$ cat config.mk
export PLATFORM = sky130hd
export DESIGN_NAME = rwc_regs
export DESIGN_NICKNAME = d
export VERILOG_FILES = /design/src/sv/rwc_pkg.sv /design/src/sv/rwc_regs.sv
export SDC_FILE = /design/constraint.sdc
export NUM_CORES = 1
export LEC_CHECK = 0
export BUFFER_PORTS_ARGS = -buffer_cell sky130_fd_sc_hd__buf_2
export CAP_MARGIN = 5
export CELL_PAD_IN_SITES_DETAIL_PLACEMENT = 1
export CELL_PAD_IN_SITES_GLOBAL_PLACEMENT = 1
export CORE_ASPECT_RATIO = 0.7
export CORE_MARGIN = 5
export CORE_UTILIZATION = 35
export DETAILED_ROUTE_END_ITERATION = 6
export GPL_TIMING_DRIVEN = 0
export MAX_ROUTING_LAYER = met4
export PLACE_DENSITY_LB_ADDON = 0.05
export SLEW_MARGIN = 40
export SYNTH_ARGS = -nofsm -noshare
export SYNTH_HDL_FRONTEND = slang
export SYNTH_SLANG_ARGS = --single-unit
$ cat constraint.sdc
create_clock -name clk -period 1.6 [get_ports clk]
set_clock_uncertainty 0.05 [all_clocks]
set_input_delay 0.16 -clock clk [delete_from_list [all_inputs] [get_ports clk]]
set_output_delay 0.16 -clock clk [all_outputs]
set_load 0.02 [all_outputs]
$ cat src/sv/rwc_pkg.sv
// Shared types and constants for the RGB window convolution block.
// No dependencies; every other file imports this package.
package rwc_pkg;

  localparam int CH_W          = 8;
  localparam int NUM_CH        = 3;
  localparam int PIX_W         = CH_W * NUM_CH;
  localparam int LINE_WIDTH_W  = 11;
  localparam int COEF_W        = 16;
  localparam int COEFS_PER_PACK = 4;
  localparam int COEF_PACKS    = 7;
  localparam int COEF_PACK_W   = COEF_W * COEFS_PER_PACK;
  localparam int PROD_W        = CH_W + 1 + COEF_W;
  localparam int APB_DATA_W    = 64;
  localparam int APB_ADDR_W    = 6;
  localparam int REG_IDX_W     = 3;

  localparam logic [LINE_WIDTH_W-1:0] LINE_WIDTH_RESET = 11'd1024;

  typedef enum logic [REG_IDX_W-1:0] {
    REG_LINE_WIDTH,
    REG_COEF_A,
    REG_COEF_B,
    REG_COEF_C,
    REG_COEF_D,
    REG_COEF_E,
    REG_COEF_F,
    REG_COEF_G
  } reg_idx_t;

  typedef logic [COEF_PACKS-1:0][COEF_PACK_W-1:0] coef_bank_t;

  typedef struct packed {
    logic valid;
    logic row_end;
    logic frame_end;
  } win_ctrl_t;

endpackage

$ cat src/sv/rwc_regs.sv
// APB-style configuration registers: line width and packed kernel coefficients.
// Depends on rwc_pkg.
module rwc_regs import rwc_pkg::*; (
  input  logic                    clk,
  input  logic                    rst,
  input  logic                    psel,
  input  logic                    penable,
  input  logic                    pwrite,
  input  logic [APB_ADDR_W-1:0]   paddr,
  input  logic [APB_DATA_W-1:0]   pwdata,
  output logic [APB_DATA_W-1:0]   prdata,
  output logic                    pready,
  output logic [LINE_WIDTH_W-1:0] line_width,
  output coef_bank_t              coef_packs
);

  reg_idx_t idx;
  logic     wr_en;

  assign idx    = reg_idx_t'(paddr[APB_ADDR_W-1 -: REG_IDX_W]);
  assign wr_en  = psel && penable && pwrite;
  assign pready = 1'b1;

  always_ff @(posedge clk) begin
    if (rst) begin
      line_width <= LINE_WIDTH_RESET;
      coef_packs <= '0;
    end else if (wr_en) begin
      case (idx)
        REG_LINE_WIDTH: line_width <= pwdata[LINE_WIDTH_W-1:0];
        REG_COEF_A:     coef_packs[0] <= pwdata;
        REG_COEF_B:     coef_packs[1] <= pwdata;
        REG_COEF_C:     coef_packs[2] <= pwdata;
        REG_COEF_D:     coef_packs[3] <= pwdata;
        REG_COEF_E:     coef_packs[4] <= pwdata;
        REG_COEF_F:     coef_packs[5] <= pwdata;
        REG_COEF_G:     coef_packs[6] <= pwdata;
        default: begin
        end
      endcase
    end
  end

  always_comb begin
    case (idx)
      REG_LINE_WIDTH: prdata = APB_DATA_W'(line_width);
      REG_COEF_A:     prdata = coef_packs[0];
      REG_COEF_B:     prdata = coef_packs[1];
      REG_COEF_C:     prdata = coef_packs[2];
      REG_COEF_D:     prdata = coef_packs[3];
      REG_COEF_E:     prdata = coef_packs[4];
      REG_COEF_F:     prdata = coef_packs[5];
      REG_COEF_G:     prdata = coef_packs[6];
      default:        prdata = '0;
    endcase
  end

endmodule

# Word level (Yosys, flattened, before mapping)

Index checks and enable logic that the tools add are counted.

Register bits after elaboration: 459
Input port bits: 75
Word-level logic and storage cells: 27
Output and inout port bits: 524

Multiplexer cells: 1
Equality and inequality tests: 7
Reduce and logical (&&, ||, !) cells: 11

Operators by type and width:

| kind               | number |
|---|---|
| $pmux 64 s8        | 1 |
| $reduce_and 2->1   | 8 |
| $eq 3x3->1 const B | 4 |
| $eq 3x2->1 const B | 2 |
| $eq 3x1->1 const B | 1 |
| $logic_not 3->1    | 1 |
| $logic_and 1x1->1  | 2 |

# Depth between registers and ports, before layout

Depth after elaboration: 3
Mapped depth: 7
Mapped depth without buffers: 4

# Worst setup path after synthesis

OpenSTA, ideal clock, no wires.

Kind: input -> output
Start point: input port paddr[4]
End point: output port prdata[0]
Data arrival time: 1444 ps
Slack: -54 ps
Cell stages on the path: 6
Path buffers: 3
Path through: buf_4 -> buf_4 -> buf_6 -> nor2_1 -> a221oi_1 -> nor2_1

Longest elaborated chain between the ends: 2
Elaborated cells on any way between the ends: 9
Classes of those cells: eq/ne: 7; mux: 1; reduce/logical: 1

RTL lines:

| what                                     | line           | source |
|---|---|---|
| from (decl)                              | rwc_regs.sv:9  | `input logic [APB_ADDR_W-1:0] paddr,` |
| $eq 3x3->1, or another cell as far along | rwc_regs.sv:45 | `case (idx)` |
| $pmux 64 s8 *                            | rwc_regs.sv:45 |  |
| to (decl)                                | rwc_regs.sv:11 | `output logic [APB_DATA_W-1:0] prdata,` |

Every way passes the cells marked *; elsewhere a longest branch is shown, timed or not.

# Worst setup path in the final report

Start point: register coef_packs[384] (netlist name)
End point: output port prdata[0]

Longest elaborated chain between the ends: 1

RTL lines:

| what        | line           | source |
|---|---|---|
| from (decl) | rwc_regs.sv:14 | `output coef_bank_t coef_packs` |
| $pmux 64 s8 | rwc_regs.sv:45 |  |

No other way between the ends.

==> metrics.yaml <==
overflow: 0
place_congestion: 0.906
h-tree-depth: 2
grt_pass1_wl_um: 160000
wl_per_cell_um: 27.8
synth_compound_area_share_pct: 19.8
io_pins: 599
min_path_type: "in2reg"
synth_nets: 2550
die_area_mm2: 0.0608
antenna_found_initial: 5
placeableCoreArea_mm2: 0.0553
synthFlopType: "dfxtp_1"
cpLargestDelayFamily: "compound AO/OA/AOI/OAI gates"
slew_viol_final: 0
violations: "negative setup slack"
startpoint_type: "register"
port_buffers: 582
instances_no_fill: 4097
finalSetupViolCount: 64
period_needed_ns: 2.06
critPathMaxFanout: 2
ctsRootBufferMaster: "clkbuf_16"
grt_usage_pct: 36.1
syn_to_final_growth_pct: 45.1
cellPowerDensity_mw_per_mm2: 924
clkSlewWorstSetupHoldPaths_ns: 0.07
synth_seq_area_share_pct: 46.9
drt_pass1_iterations: 5
outcome: "finished, violations left"
synth_cell_type_count: 36
nFillCells: 6712
cts_buffers: 48
yosys.area_share.simple_pct: 20.1
synthMuxAreaShare_pct: 6.54
clock_sinks: 459
die_width_um: 293
p_sw_uw: 6900
crit_slowest_cell: "dfxtp_2"
path_cells: "mux2_2 > a22o_1 > a221oi_2 > nor2_1 > buf_4"
synthAdderAreaFrac_pct: 0
place_hpwl_um: 81200
path_buf_inv: 1
drt-initial-drc-count: 1855
relSlewSlack_pct: 39.6
cp.required_ns: 1.39
p_sw_share_pct: 26.3
slowest_delay_ns: 0.33
rsz0062_at_grt: "true"
cts_tree: "yes"
timing.final.ws_setup_ns: -0.465
clk_latency_ns: 0.60
drive_gt1_share_pct: 39.7
num_rows: 72
hold_viol_final: 0
clk_path_buf_depth: 3
via_per_inst: 5.60
criticalPathCategory: "reg2out"
maxCapViolCount: 0
post-route-period-util_pct: 129
grt_pass1_vias: 23152
synth_xor_area_share_pct: 0
p_leak_uw: 0.0119
fmax_mhz: 484
via_count: 22926
synthCells: 2475
synthesis.area_mm2: 0.0196
ys_warn_count: 0
nets: 3393
synth-edff-count: 0
drt_wl_total_um: 114000
die-height_um: 208
grt_max_degree: 14
pre_cts_slack_ns: -1.03
drtAntennaViolNets: 0
worstMarginPinSlew_ns: 0.903
p_int_uw: 19400
dp_cells: 3798
pwr-share-clk_pct: 46.4
synth_async_sr_flop_share_pct: 0
ir_drop_v: 0.000688
comb_power_share_pct: 9.5
synth-seq-cells: 459
end_kind: "output port"
cp.arrival_ns: 1.85
initial_core_util_pct: 35.4
drc: 0
p_seq_share_pct: 44.1
synth_top_family_by_area: "simple AND/OR/NAND/NOR gates"
postSynthAreaPerCell_um2: 7.91
[cells in the mapped netlist, types with 2 or more instances]
cell      count  area (µm²)
mux2_2       61         687
nand3_1       2        10.0
or2_1         4        25.0
nor2_2        2        12.5
nand2_1     950        3570
clkbuf_1     88         330
nor2_4        4        45.0
nor2_1       27         101
buf_4        13        97.6
or2_2         2        12.5
dfxtp_1     459        9190
inv_1        32         120
buf_2        86         430
o211ai_1     30         225
mux2i_1      12         120
a22oi_1      62         465
buf_6        27         304
nor2b_1       5        31.3
nand2b_1      2        12.5
or3_1         3        18.8
buf_1         4        15.0
a221oi_1     42         368
a22o_1       43         377
a221o_1       2        20.0
o21ai_0       2        10.0
a21oi_1     480        2400
mux4_2       21         473
nand2b_2      2        17.5
[state kept, by name, indices dropped and copies added (netlist names)]
register    cells
coef_packs    448
line_width     11
[power groups by stage]
stage | combinational (µW) | sequential [µW] | clock [µW]
CTS | 2340 | 11600 | 12200
finish | 2490 | 11600 | 12200
detailed placement | 1970 | 11800 | 0
global placement | 1930 | 11800 | 0
floorplan | 829 | 11900 | 0
global route | 2560 | 11600 | 12600
[cell type report]
cell class	instances	area, µm²	area share (%)
antenna	5	12.5	0.0440
timing repair buffer	793	4950	17.4
multi-input combinational	1766	9720	34.2
clock buffer	67	1400	4.94
clock inverter	17	240	0.846
tap	740	926	3.26
buffer	218	1620	5.70
sequential	459	9420	33.1
inverter	32	120	0.423
[path summary, 6_finish.rpt]
check                  startpoint               to  slack (ns)  cells past startpoint
setup / recovery  coef_packs[384]        prdata[0]       -0.46                      5
hold / removal           paddr[5]  coef_packs[193]        0.14                      5
setup reg to reg  coef_packs[436]  coef_packs[436]        0.66                      4
hold reg to reg   coef_packs[292]  coef_packs[292]        0.41                      2
[worst reg2reg max path, cell delays in order (launching register included)]
cell,delay (ns)
dfxtp_4,0.35
buf_4,0.13
buf_4,0.14
nand2_1,0.05
a21oi_1,0.06
[per-stage QoR]
step / hold WS [ns] / utilization (%) / power, µW / setup TNS (ns) / instance area [µm²]
final: 0.136 / 51.4 / 26300 / -21.53 / 28400
after global routing: 0.137 / 51.4 / 26800 / -24.22 / 28400
after CTS: 0.105 / 50.1 / 26100 / -22.83 / 27700
after detailed placement: 0.411 / 42.4 / 13800 / -254.66 / 23500
after global placement: 0.401 / 42.4 / 13800 / -269.12 / 23400
after floorplan: 0.246 / - / 12800 / -0.108 / 19600
[cells by family (layout without fill, tap and decap cells)]
family,Yosys count,in the layout
compound gates,663,663
flops,459,459
mux,94,94
other cells,1,6
buf+inv,250,1127
simple gates,1008,1008
[per-layer routing]
metal	share of wire, %	up-vias	wire length (µm)	track usage (%)
li1	-	10034	-	-
met1	42	11582	47700	46.2
met2	46	1076	52000	56.6
met3	8.4	234	9580	8.03
met4	4.0	0	4600	12.9
met5	0	-	0	-
[what timing repair did]
action	CTS	global route
hold endpoints to repair	459	0
hold buffers	64	0
buffers inserted	112	34
gates resized for setup	406	137
pin swaps	36	34
setup endpoints to repair	90	142
[cell usage in the layout, fill, tap and decap left out, types with 21 or more instances in the layout]
| cell type | n |
|---|---|
| nand2_1 | 949 |
| buf_2 | 583 |
| a21oi_1 | 460 |
| dfxtp_1 | 286 |
| buf_4 | 196 |
| dfxtp_2 | 169 |
| buf_6 | 64 |
| dlygate4sd3_1 | 64 |
| clkbuf_1 | 60 |
| a22oi_1 | 59 |
| clkbuf_16 | 51 |
| a22o_1 | 43 |
| mux2_2 | 35 |
| o211ai_1 | 30 |
| mux2_4 | 26 |
| a221oi_2 | 23 |
| clkbuf_8 | 22 |
| mux4_2 | 21 |
No activity file was read; power rests on OpenSTA's default activity.
